===== config.mk =====
export PLATFORM = sky130hd
export DESIGN_NAME = rational_mul_div_reduce
export DESIGN_NICKNAME = d
export VERILOG_FILES = /design/src/rtl/core/rmdr_pkg.sv /design/src/rtl/core/rmdr_iter.sv /design/src/rtl/core/rational_mul_div_reduce.sv
export SDC_FILE = /design/constraint.sdc
export NUM_CORES = 2
export LEC_CHECK = 0
export CORE_UTILIZATION = 50
export DETAILED_ROUTE_END_ITERATION = 10
export DONT_BUFFER_PORTS = 1
export PLACE_DENSITY = 0.75
export SETUP_SLACK_MARGIN = 0.1
export SYNTH_ARGS = -nofsm -noshare
export SYNTH_HDL_FRONTEND = slang
export SYNTH_SLANG_ARGS = --single-unit

===== constraint.sdc =====
create_clock -name clk_i -period 29.1 [get_ports clk_i]
set_clock_uncertainty 0.1 [all_clocks]
set_input_delay 5.82 -clock clk_i [delete_from_list [all_inputs] [get_ports clk_i]]
set_output_delay 5.82 -clock clk_i [all_outputs]
set_load 0.02 [all_outputs]

===== src/rtl/core/rmdr_pkg.sv =====
// Shared types and constants of the rational multiply, divide and reduce block.
package rmdr_pkg;

  localparam int unsigned WORD_WIDTH = 32;
  localparam int unsigned DATA_W     = 32;
  localparam int unsigned DEN_W      = 31;
  localparam int unsigned MAG_W      = 63;
  localparam int unsigned CNT_W      = 6;

  localparam logic [MAG_W-1:0] RES_LIMIT = MAG_W'((64'd1 << (WORD_WIDTH - 1)) - 64'd1);

  localparam logic [1:0] KIND_NORM = 2'd0;
  localparam logic [1:0] KIND_MUL  = 2'd1;
  localparam logic [1:0] KIND_DIV  = 2'd2;
  localparam logic [1:0] KIND_CMP  = 2'd3;

  localparam logic [1:0] STAT_OK   = 2'd0;
  localparam logic [1:0] STAT_ZDEN = 2'd1;
  localparam logic [1:0] STAT_OVF  = 2'd2;

  typedef enum logic {
    MODE_GCD,
    MODE_DIV
  } rmdr_mode_e;

  typedef struct packed {
    logic       start;
    rmdr_mode_e mode;
  } rmdr_cmd_t;

  function automatic logic [DATA_W-1:0] mag32(logic [DATA_W-1:0] v);
    return v[DATA_W-1] ? (~v + DATA_W'(1)) : v;
  endfunction

endpackage


===== src/rtl/core/rmdr_iter.sv =====
// Shared subtract-and-shift unit: binary GCD and restoring division, one step a cycle.
module rmdr_iter import rmdr_pkg::*; (
  input  logic             clk_i,
  input  logic             rst_ni,
  input  rmdr_cmd_t        cmd_i,
  input  logic [MAG_W-1:0] opa_i,
  input  logic [MAG_W-1:0] opb_i,
  output logic             busy_o,
  output logic             done_o,
  output logic [MAG_W-1:0] res_o
);

  logic             busy_q, busy_d;
  logic             done_q, done_d;
  rmdr_mode_e       mode_q, mode_d;
  logic [CNT_W-1:0] cnt_q, cnt_d;
  logic [MAG_W-1:0] x_q, x_d;
  logic [MAG_W-1:0] y_q, y_d;
  logic [MAG_W-1:0] z_q, z_d;

  logic [MAG_W:0]   sub_a;
  logic [MAG_W+1:0] diff;
  logic             borrow;

  // one subtractor serves both modes
  assign sub_a  = (mode_q == MODE_DIV) ? {x_q, z_q[MAG_W-1]} : {1'b0, x_q};
  assign diff   = {1'b0, sub_a} - {2'b00, y_q};
  assign borrow = diff[MAG_W+1];

  always_comb begin
    busy_d = busy_q;
    done_d = 1'b0;
    mode_d = mode_q;
    cnt_d  = cnt_q;
    x_d    = x_q;
    y_d    = y_q;
    z_d    = z_q;
    if (cmd_i.start && !busy_q) begin
      busy_d = 1'b1;
      mode_d = cmd_i.mode;
      y_d    = opb_i;
      if (cmd_i.mode == MODE_GCD) begin
        x_d   = opa_i;
        cnt_d = '0;
      end else begin
        x_d   = '0;
        z_d   = opa_i;
        cnt_d = CNT_W'(MAG_W - 1);
      end
    end else if (busy_q) begin
      if (mode_q == MODE_GCD) begin
        priority if (x_q == '0) begin
          z_d    = y_q << cnt_q;
          busy_d = 1'b0;
          done_d = 1'b1;
        end else if (!x_q[0] && !y_q[0]) begin
          x_d   = x_q >> 1;
          y_d   = y_q >> 1;
          cnt_d = cnt_q + CNT_W'(1);
        end else if (!x_q[0]) begin
          x_d = x_q >> 1;
        end else if (!y_q[0]) begin
          y_d = y_q >> 1;
        end else if (!borrow) begin
          x_d = diff[MAG_W-1:0];
        end else begin
          x_d = y_q;
          y_d = x_q;
        end
      end else begin
        x_d = borrow ? sub_a[MAG_W-1:0] : diff[MAG_W-1:0];
        z_d = {z_q[MAG_W-2:0], !borrow};
        if (cnt_q == '0) begin
          busy_d = 1'b0;
          done_d = 1'b1;
        end else begin
          cnt_d = cnt_q - CNT_W'(1);
        end
      end
    end
  end

  always_ff @(posedge clk_i or negedge rst_ni) begin
    if (!rst_ni) begin
      busy_q <= 1'b0;
      done_q <= 1'b0;
      mode_q <= MODE_GCD;
      cnt_q  <= '0;
    end else begin
      busy_q <= busy_d;
      done_q <= done_d;
      mode_q <= mode_d;
      cnt_q  <= cnt_d;
    end
  end

  always_ff @(posedge clk_i) begin
    x_q <= x_d;
    y_q <= y_d;
    z_q <= z_d;
  end

  assign busy_o = busy_q;
  assign done_o = done_q;
  assign res_o  = z_q;

`ifndef SYNTHESIS
  a_done_idle: assert property (@(posedge clk_i) disable iff (!rst_ni)
    done_q |-> !busy_q) else $error("iter: done while busy");
  a_gcd_y_nonzero: assert property (@(posedge clk_i) disable iff (!rst_ni)
    (busy_q && mode_q == MODE_GCD) |-> (y_q != '0)) else $error("iter: gcd operand zero");
  a_no_restart: assert property (@(posedge clk_i) disable iff (!rst_ni)
    cmd_i.start |-> !busy_q) else $error("iter: start while busy");
`endif

endmodule


===== src/rtl/core/rational_mul_div_reduce.sv =====
// Top level: rational multiply, divide, normalise and compare with GCD reduction.
//
//  channel  | handshake                 | fields
//  ---------+---------------------------+-----------------------------------------------
//  item in  | start_i, busy_o           | kind_i, lhs_/rhs_ numerator_i, denominator_i
//  item out | done_o (one-cycle strobe) | result_numerator_o, result_denominator_o,
//           |                           | is_equal_o, status_o
//
//  Compare: result in the cycle after acceptance, busy_o stays low.
//  Other kinds: two multiplies and a check (S_MULN, S_MULD, S_CHK), then binary GCD
//  on the shared subtractor, then two 63-step divisions by the GCD, each started
//  when the previous run of the iterative unit reports done.
//  Zero numerator or zero denominator ends after the check.
//  Reset clears the sequencer; the receiver cannot stall, done_o is never held.
module rational_mul_div_reduce import rmdr_pkg::*; (
  input  logic                    clk_i,
  input  logic                    rst_ni,
  input  logic                    start_i,
  output logic                    busy_o,
  input  logic [1:0]              kind_i,
  input  logic signed [DATA_W-1:0] lhs_numerator_i,
  input  logic signed [DATA_W-1:0] lhs_denominator_i,
  input  logic signed [DATA_W-1:0] rhs_numerator_i,
  input  logic signed [DATA_W-1:0] rhs_denominator_i,
  output logic                    done_o,
  output logic signed [DATA_W-1:0] result_numerator_o,
  output logic [DEN_W-1:0]        result_denominator_o,
  output logic                    is_equal_o,
  output logic [1:0]              status_o
);

  localparam logic [2:0] S_IDLE = 3'd0;
  localparam logic [2:0] S_MULN = 3'd1;
  localparam logic [2:0] S_MULD = 3'd2;
  localparam logic [2:0] S_CHK  = 3'd3;
  localparam logic [2:0] S_GCD  = 3'd4;
  localparam logic [2:0] S_DVN  = 3'd5;
  localparam logic [2:0] S_DVD  = 3'd6;

  logic [2:0]        state_q, state_d;
  logic [1:0]        kind_q, kind_d;
  logic [DATA_W-1:0] ln_q, ln_d, ld_q, ld_d, rn_q, rn_d, rd_q, rd_d;
  logic [MAG_W-1:0]  nm_q, nm_d, dm_q, dm_d, g_q, g_d;
  logic              done_q, done_d, eq_q, eq_d;
  logic [DATA_W-1:0] num_q, num_d;
  logic [DEN_W-1:0]  den_q, den_d;
  logic [1:0]        stat_q, stat_d;

  logic [DATA_W-1:0]   mul_a, mul_b;
  logic [2*DATA_W-1:0] prod;
  logic                neg;

  rmdr_cmd_t        it_cmd;
  logic [MAG_W-1:0] it_opa, it_opb, it_res;
  logic             it_busy, it_done;

  rmdr_iter u_iter (
    .clk_i  (clk_i),
    .rst_ni (rst_ni),
    .cmd_i  (it_cmd),
    .opa_i  (it_opa),
    .opb_i  (it_opb),
    .busy_o (it_busy),
    .done_o (it_done),
    .res_o  (it_res)
  );

  assign neg = ln_q[DATA_W-1] ^ ld_q[DATA_W-1] ^
               ((kind_q != KIND_NORM) & (rn_q[DATA_W-1] ^ rd_q[DATA_W-1]));

  always_comb begin
    mul_a = '0;
    mul_b = '0;
    if (state_q == S_MULN) begin
      mul_a = mag32(ln_q);
      unique case (kind_q)
        KIND_MUL: mul_b = mag32(rn_q);
        KIND_DIV: mul_b = mag32(rd_q);
        default:  mul_b = DATA_W'(1);
      endcase
    end else begin
      mul_a = mag32(ld_q);
      unique case (kind_q)
        KIND_MUL: mul_b = mag32(rd_q);
        KIND_DIV: mul_b = mag32(rn_q);
        default:  mul_b = DATA_W'(1);
      endcase
    end
  end

  assign prod = mul_a * mul_b;

  always_comb begin
    state_d     = state_q;
    kind_d      = kind_q;
    ln_d        = ln_q;
    ld_d        = ld_q;
    rn_d        = rn_q;
    rd_d        = rd_q;
    nm_d        = nm_q;
    dm_d        = dm_q;
    g_d         = g_q;
    done_d      = 1'b0;
    eq_d        = eq_q;
    num_d       = num_q;
    den_d       = den_q;
    stat_d      = stat_q;
    it_cmd      = '{start: 1'b0, mode: MODE_GCD};
    it_opa      = nm_q;
    it_opb      = dm_q;
    unique case (state_q)
      S_IDLE: begin
        if (start_i) begin
          kind_d = kind_i;
          ln_d   = lhs_numerator_i;
          ld_d   = lhs_denominator_i;
          rn_d   = rhs_numerator_i;
          rd_d   = rhs_denominator_i;
          if (kind_i == KIND_CMP) begin
            done_d = 1'b1;
            eq_d   = (lhs_numerator_i == rhs_numerator_i) &&
                     (lhs_denominator_i == rhs_denominator_i);
            num_d  = '0;
            den_d  = '0;
            stat_d = STAT_OK;
          end else begin
            state_d = S_MULN;
          end
        end
      end
      S_MULN: begin
        nm_d    = prod[MAG_W-1:0];
        state_d = S_MULD;
      end
      S_MULD: begin
        dm_d    = prod[MAG_W-1:0];
        state_d = S_CHK;
      end
      S_CHK: begin
        eq_d = 1'b0;
        priority if (nm_q == '0) begin
          num_d   = '0;
          den_d   = DEN_W'(1);
          stat_d  = STAT_OK;
          done_d  = 1'b1;
          state_d = S_IDLE;
        end else if (dm_q == '0) begin
          num_d   = '0;
          den_d   = '0;
          stat_d  = STAT_ZDEN;
          done_d  = 1'b1;
          state_d = S_IDLE;
        end else begin
          it_cmd  = '{start: 1'b1, mode: MODE_GCD};
          state_d = S_GCD;
        end
      end
      S_GCD: begin
        if (it_done) begin
          g_d     = it_res;
          it_cmd  = '{start: 1'b1, mode: MODE_DIV};
          it_opa  = nm_q;
          it_opb  = it_res;
          state_d = S_DVN;
        end
      end
      S_DVN: begin
        if (it_done) begin
          nm_d    = it_res;
          it_cmd  = '{start: 1'b1, mode: MODE_DIV};
          it_opa  = dm_q;
          it_opb  = g_q;
          state_d = S_DVD;
        end
      end
      S_DVD: begin
        if (it_done) begin
          done_d  = 1'b1;
          state_d = S_IDLE;
          if ((it_res > RES_LIMIT) || (nm_q > (RES_LIMIT + MAG_W'(neg)))) begin
            num_d  = '0;
            den_d  = '0;
            stat_d = STAT_OVF;
          end else begin
            num_d  = neg ? (~nm_q[DATA_W-1:0] + DATA_W'(1)) : nm_q[DATA_W-1:0];
            den_d  = it_res[DEN_W-1:0];
            stat_d = STAT_OK;
          end
        end
      end
      default: state_d = S_IDLE;
    endcase
  end

  always_ff @(posedge clk_i or negedge rst_ni) begin
    if (!rst_ni) begin
      state_q <= S_IDLE;
      done_q  <= 1'b0;
    end else begin
      state_q <= state_d;
      done_q  <= done_d;
    end
  end

  always_ff @(posedge clk_i) begin
    kind_q <= kind_d;
    ln_q   <= ln_d;
    ld_q   <= ld_d;
    rn_q   <= rn_d;
    rd_q   <= rd_d;
    nm_q   <= nm_d;
    dm_q   <= dm_d;
    g_q    <= g_d;
    eq_q   <= eq_d;
    num_q  <= num_d;
    den_q  <= den_d;
    stat_q <= stat_d;
  end

  assign busy_o               = (state_q != S_IDLE);
  assign done_o               = done_q;
  assign result_numerator_o   = num_q;
  assign result_denominator_o = den_q;
  assign is_equal_o           = eq_q;
  assign status_o             = stat_q;

`ifndef SYNTHESIS
  a_err_zero: assert property (@(posedge clk_i) disable iff (!rst_ni)
    (done_o && status_o != STAT_OK) |-> (result_numerator_o == '0 &&
    result_denominator_o == '0)) else $error("top: error result not zeroed");
  a_eq_clean: assert property (@(posedge clk_i) disable iff (!rst_ni)
    (done_o && is_equal_o) |-> (result_denominator_o == '0 && status_o == STAT_OK))
    else $error("top: equal flag on reduced result");
  a_accept_acts: assert property (@(posedge clk_i) disable iff (!rst_ni)
    (start_i && !busy_o) |=> (busy_o || done_o)) else $error("top: item dropped");
  a_iter_idle: assert property (@(posedge clk_i) disable iff (!rst_ni)
    (state_q == S_IDLE) |-> !it_busy) else $error("top: unit busy while idle");
`endif

endmodule


======== Word-level counts from Yosys, hierarchy flattened ========
Cells that the tools add are included.
word-level totals
  register bits after elaboration ......... 587
  input bits .............................. 133
  output and inout bits ................... 68
  word-level logic and storage cells ...... 204
cells by class
  $add $sub $neg .......................... 9
  multiply operators ...................... 1
  magnitude comparators ................... 2
  eq/ne operators ......................... 25
  shift-type cells ........................ 1
  mux-type cells .......................... 99
  bitwise gates (word level) .............. 9
  reduce and logical (&&, ||, !) cells .... 35
operator list
  kind                   count
  $mux 63                28
  $mux 32                13
  $pmux 63 s2            2
  $logic_not 63->1       3
  $mux 31                6
  $add 32x1->32 const B  5
  $not 32->32            5
  $pmux 32 s2            2
  $pmux 32 s3            1
  $pmux 31 s3            1
  $sub 64x63->65         1
  $eq 32x32->1           2
  $mux 64                1
  $gt 63x31->1 const B   1
  $gt 63x32->1           1
  $mul 32x32->63         1
  $shl 63x6->63          1
  $mux 6                 7
  $add 31x1->32 const A  1
  $mux 3                 7
  $pmux 3 s7             1
  $mux 2                 9
  $mux 1                 17
  $reduce_and 5->1       3
  other kinds (30)       62

======== Logic depth before layout (Yosys ltp) ========
  depth in word-level cells ............... 10
  gate-level depth with buffers ........... 41
  depth with buffers taken out ............ 37

======== Modules after synthesis ========
Synthesis repeated with hierarchy kept, for this count alone.
unflattened totals
  cell total of the unflattened synthesis .. 8107
  area, all modules ....................... 72625.9 um2
modules (own cells, without submodules)
  module                   times used  cells an instance  area an instance (um2)  seq. area each (um2)
  rational_mul_div_reduce  1           5750               53161.0                 11661.2
  rmdr_iter                1           2357               19464.9                 5900.7

======== Least setup slack after synthesis ========
No wires, ideal clock.
  path type ............................... register to register
  start ................................... reg rn_q[3]
  end ..................................... reg nm_q[56], data pin
  setup time .............................. 0.260 ns
  arrival ................................. 9.727 ns
  data required time ...................... 28.740 ns
  path slack .............................. 19.013 ns
  cell stages (with the launch flop) ...... 37
  buffers on the path ..................... 4
  period minus slack after synthesis ...... 10.087 ns
  cell sequence ........................... edfxtp_1 or4_4 or3_1 or4_1 clkbuf_1 o21ai_0 xor2_1 o22ai_1 and2_1 clkbuf_1 clkbuf_1 nand2_1 fa_1 inv_1 fa_1 inv_1 fa_1 inv_1 fa_1 inv_1 fa_1 fa_1 fa_1 fa_1 inv_1 ha_1 clkbuf_1 o211ai_1 o221ai_1 nor4b_1 o41ai_1 a311oi_1 o21ai_0 o31ai_1 a31oi_1 xnor2_1 mux2_2
between the ends
  cells in the longest elaborated chain, start to end .. 7
  elaborated cells on any way between the ends .. 8
  classes of those cells .................. 1 x add/sub; 1 x mul; 5 x mux; 1 x bitwise
RTL lines
  what                                   line                                                          source
  from (decl)                            rational_mul_div_reduce.sv:42                                 logic [DATA_W-1:0] ln_q, ln_d, ld_q, ld_d, rn_q, rn_d, rd_q, rd_d;
  from (signal assigned)                 rational_mul_div_reduce.sv:209                                rn_q <= rn_d;
  $not 32->32                            rmdr_pkg.sv:32                                                return v[DATA_W-1] ? (~v + DATA_W'(1)) : v;
  $add 32x1->32                          rmdr_pkg.sv:32
  $mux 32 *                              rmdr_pkg.sv:32
  $pmux 32 s2, on equally long branches  rational_mul_div_reduce.sv:83, rational_mul_div_reduce.sv:76
  $mux 32 *                              rational_mul_div_reduce.sv:74                                 if (state_q == S_MULN) begin
  $mul 32x32->63 *                       rational_mul_div_reduce.sv:91                                 assign prod = mul_a * mul_b;
  named net prod[56]                     rational_mul_div_reduce.sv:50                                 logic [2*DATA_W-1:0] prod;
  $pmux 63 s2 *                          rational_mul_div_reduce.sv:111                                unique case (state_q)
  named net nm_d[56]                     rational_mul_div_reduce.sv:43                                 logic [MAG_W-1:0] nm_q, nm_d, dm_q, dm_d, g_q, g_d;
  to (signal assigned)                   rational_mul_div_reduce.sv:211                                nm_q <= nm_d;
  to (decl)                              rational_mul_div_reduce.sv:43
The timed path passes the listed nets; every way through them passes the cells marked *.
A chain may end at the register's enable or synchronous reset.

======== Final worst setup path ========
  start ................................... reg state_q[0]
  end ..................................... reg nm_q[56], data pin
between the ends
  cells in the longest elaborated chain, start to end .. 4
  elaborated cells on any way between the ends .. 6
  classes of those cells .................. 1 x mul; 2 x eq/ne; 3 x mux
RTL lines
  what                    line                            source
  from (decl)             rational_mul_div_reduce.sv:40   logic [2:0] state_q, state_d;
  from (signal assigned)  rational_mul_div_reduce.sv:200  state_q <= state_d;
  $eq 3x1->1 *            rational_mul_div_reduce.sv:74
  $mux 32                 rational_mul_div_reduce.sv:74
  $mul 32x32->63 *        rational_mul_div_reduce.sv:91
  named net prod[56]      rational_mul_div_reduce.sv:50
  $pmux 63 s2 *           rational_mul_div_reduce.sv:111
  named net nm_d[56]      rational_mul_div_reduce.sv:43
Marked as above.

==> results.json <==
{
  "clockBufferDepth": 3,
  "clock.fmax_mhz": 82.5,
  "die_x_um": 382,
  "nFillCells": 12900,
  "clkPwrFrac": 0.486,
  "setup_tns_ps": 0,
  "pwr-share-comb": 0.006,
  "whs_ps": 461,
  "yosysWarnings": 0,
  "maxCapViolCount": 1,
  "powerDensity_nw_per_um2": 23.6,
  "avgSynthCellArea_um2": 9.23,
  "worstPathArrival_ps": 12440,
  "worstPathRequired_ps": 29420,
  "crit_start": "state_q[0]",
  "layout-drive-gt1-share": 0.0599,
  "synth_top_area_frac": 0.248,
  "swShare": 0.226,
  "grt_usage": 0.368,
  "min_path_type": "flop to flop",
  "synth_area_leaders": "fa_1 (25%), edfxtp_1 (24%), nand2_1 (6.4%), ha_1 (6.3%), inv_1 (5.4%)",
  "reg2reg_from": "state_q[0]",
  "start_util": 0.504,
  "rows": 139,
  "grt_pass1_vias": 60900,
  "hold_viol": 0,
  "synth_ff_type": "edfxtp_1",
  "maxSlewViolCount": 2,
  "async_reset_ff_frac": 0.0221,
  "viasPerCell": 6.44,
  "crit_end": "nm_q[56]",
  "regArea_um2": 17600,
  "ys_types": 89,
  "netlist_top_cells_count": "nand2_1 (1240), inv_1 (1048), fa_1 (897)",
  "final_nets": 8974,
  "worst_slew_margin_rel": -0.148,
  "violations": "max-capacitance violations, max-slew violations",
  "cts_buffers": 69,
  "hpwl_um": 208000,
  "postCtsSetupBuffers": 0,
  "p_leak_nw": 32.4,
  "reg2reg_to": "nm_q[56]",
  "final_area_um2": 76400,
  "internal_power_w": 0.00140,
  "start_kind": "flop",
  "synth.most_common_cell": "nand2_1",
  "htree_num_levels": 3,
  "synth-seq-cells": 587,
  "finalSetupViolations": 0,
  "clock-sinks": 587,
  "antenna_found_initial": 32,
  "synth_edf_count": 574,
  "cts_tree": "built",
  "grt_max_degree": 101,
  "gr-total-overflow": 0,
  "multi_input_area_um2": 49200,
  "peakVddDrop_uv": 48.3,
  "wirelength_um": 270000,
  "slowest_delay_ps": 1060,
  "crit_top_cell": "fa_1",
  "grt_pass1_wl_um": 398000,
  "r2r_cells": 30,
  "p_sw_w": 0.000408,
  "min_period_over_period": 0.417,
  "path_class": "flop to flop",
  "yosysTopAreaCell": "fa_1",
  "cp_slowest_cell": "a2111oi_0",
  "clk_latency_ps": 720,
  "drc_errors": 0,
  "endpoint_kind": "flop",
  "syn_area_um2": 72300,
  "ant_nets": 0,
  "status": "finished, violations left",
  "pwr-share-seq": 0.508,
  "cts-resized-gates": 0,
  "worst_slew_pin_slew_ps": 1720,
  "die_h_um": 382,
  "portBuffers": 0,
  "routabilityCongestion": 1.02,
  "num_vias": 61400,
  "critPathMaxFanout": 72,
  "dr.first_iter.drc_count": 8598,
  "areaGrowthSynthToFinish_pct": 5.68,
  "ctsHoldBuffers": 0,
  "firstDrtPassIters": 9,
  "ys_seq_area_frac": 0.243,
  "rrSetupSlack_ps": 16980,
  "clkSlewWorstSetupHoldPaths_ps": 60,
  "core_um2": 143000,
  "floorplan.die_area_um2": 146000,
  "place_area_um2": 74200,
  "syn_inst": 7836,
  "cts-root-buf": "clkbuf_16",
  "num_io_pins": 201,
  "wire_per_inst_um": 28.3,
  "syn_nets": 9230,
  "min_period_ps": 12120,
  "rsz0062_at_grt": "no"
}
## power groups by stage
stage	logic (W)	clock network [W]	registers [W]
2_1_floorplan	0.00000768	0	0.000934
3_3_place_gp	0.0000103	0	0.000934
3_5_place_dp	0.0000104	0	0.000934
4_1_cts	0.0000106	0.000879	0.000917
5_1_grt	0.0000115	0.000906	0.000916
6_report	0.0000107	0.000876	0.000917
## how the worst min path moves through the flow
| stage | cells past startpoint | end | start |
|---|---|---|---|
| after floorplan | 0 | g_q[21] | u_iter.res_o[21] |
| after global placement | 0 | g_q[27] | u_iter.res_o[27] |
| after detailed placement | 0 | g_q[27] | u_iter.res_o[27] |
| after CTS | 0 | g_q[6] | u_iter.res_o[6] |
| after global routing | 0 | g_q[51] | u_iter.res_o[51] |
| final | 0 | g_q[6] | u_iter.res_o[6] |
## registers in the layout, summed over array words and instances (netlist names), 2 cells and up
register,flops
dm_q,63
rd_q,32
u_iter.x_q,63
ln_q,32
u_iter.cnt_q,6
status_o,2
result_denominator_o,31
result_numerator_o,32
nm_q,63
u_iter.res_o,63
kind_q,2
ld_q,32
u_iter.y_q,63
state_q,3
rn_q,32
g_q,63
## metrics by stage
| step | power, W | std cells | util | setup slack, ps |
|---|---|---|---|---|
| after floorplan | 0.000942 | 7836 | - | 19010 |
| after global placement | 0.000945 | 9411 | 0.517 | 17360 |
| after detailed placement | 0.000945 | 9411 | 0.517 | 17240 |
| after CTS | 0.00181 | 9532 | 0.532 | 17200 |
| after global routing | 0.00183 | 9534 | 0.532 | 16570 |
| final | 0.00180 | 9538 | 0.532 | 16980 |
## layout make-up
| type | count | share of cell area |
|---|---|---|
| well taps | 1903 | 0.0312 |
| multi-input cells | 5735 | 0.645 |
| diodes | 5 | 0.000164 |
| inverters | 1051 | 0.0516 |
| clock inverters | 40 | 0.00575 |
| repair buffers | 136 | 0.0134 |
| clock buffers | 81 | 0.0232 |
| flip-flops and latches | 587 | 0.230 |
## layout by cell type, fill, tap and decap left out, drive strengths merged, types with 33 or more instances in the layout
| cell type | Yosys | layout |
|---|---|---|
| a211oi | 51 | 51 |
| a21o | 81 | 81 |
| a21oi | 296 | 296 |
| a31oi | 56 | 56 |
| and2 | 119 | 119 |
| and3 | 33 | 33 |
| buf | 74 | 135 |
| clkbuf | 389 | 82 |
| clkinv | 2 | 34 |
| edfxtp | 574 | 574 |
| fa | 897 | 897 |
| ha | 364 | 364 |
| inv | 1049 | 1053 |
| mux2 | 82 | 82 |
| mux2i | 243 | 243 |
| mux4 | 57 | 57 |
| nand2 | 1240 | 1240 |
| nand3 | 72 | 72 |
| nand4 | 63 | 63 |
| nor2 | 675 | 675 |
| nor2b | 33 | 33 |
| nor3 | 68 | 68 |
| nor4 | 76 | 76 |
| o211ai | 100 | 100 |
| o21a | 35 | 35 |
| o21ai | 313 | 313 |
| o22ai | 36 | 36 |
| o31ai | 54 | 54 |
| or3 | 41 | 41 |
| xnor2 | 166 | 166 |
| xor2 | 171 | 171 |
## kinds of logic (layout without fill, tap and decap cells)
| logic type | count (synthesis) | after routing | share of synthesized area |
|---|---|---|---|
| adder cells (fa/ha/maj) | 1261 | 1261 | 0.311 |
| multiplexers | 382 | 382 | 0.0642 |
| other | 0 | 5 | 0 |
| AND/OR/NAND/NOR | 2496 | 2496 | 0.149 |
| buffers and inverters | 1514 | 1308 | 0.0792 |
| XOR/XNOR | 337 | 337 | 0.0409 |
| flip-flops | 587 | 587 | 0.243 |
| AO/OA/AOI/OAI | 1259 | 1259 | 0.113 |
## worst max-delay path: cells and delay by family (launching register included)
family	cells	cell delay (ps)
adders and majority gates	9	4090
AOI/OAI and AO/OA	7	3760
buffers and inverters	7	1380
and+or+nand+nor	5	1060
DFF	1	920
muxes	1	270
xor gates and xnor gates	1	180
## per-layer routing
layer,GRT usage,part of all wire,up-vias
met1,0.472,0.36,30100
met5,0,0.0011,-
met4,0.245,0.080,44
met3,0.113,0.14,1024
li1,-,-,25600
met2,0.537,0.42,4599
(Power assumes the default switching activity.)
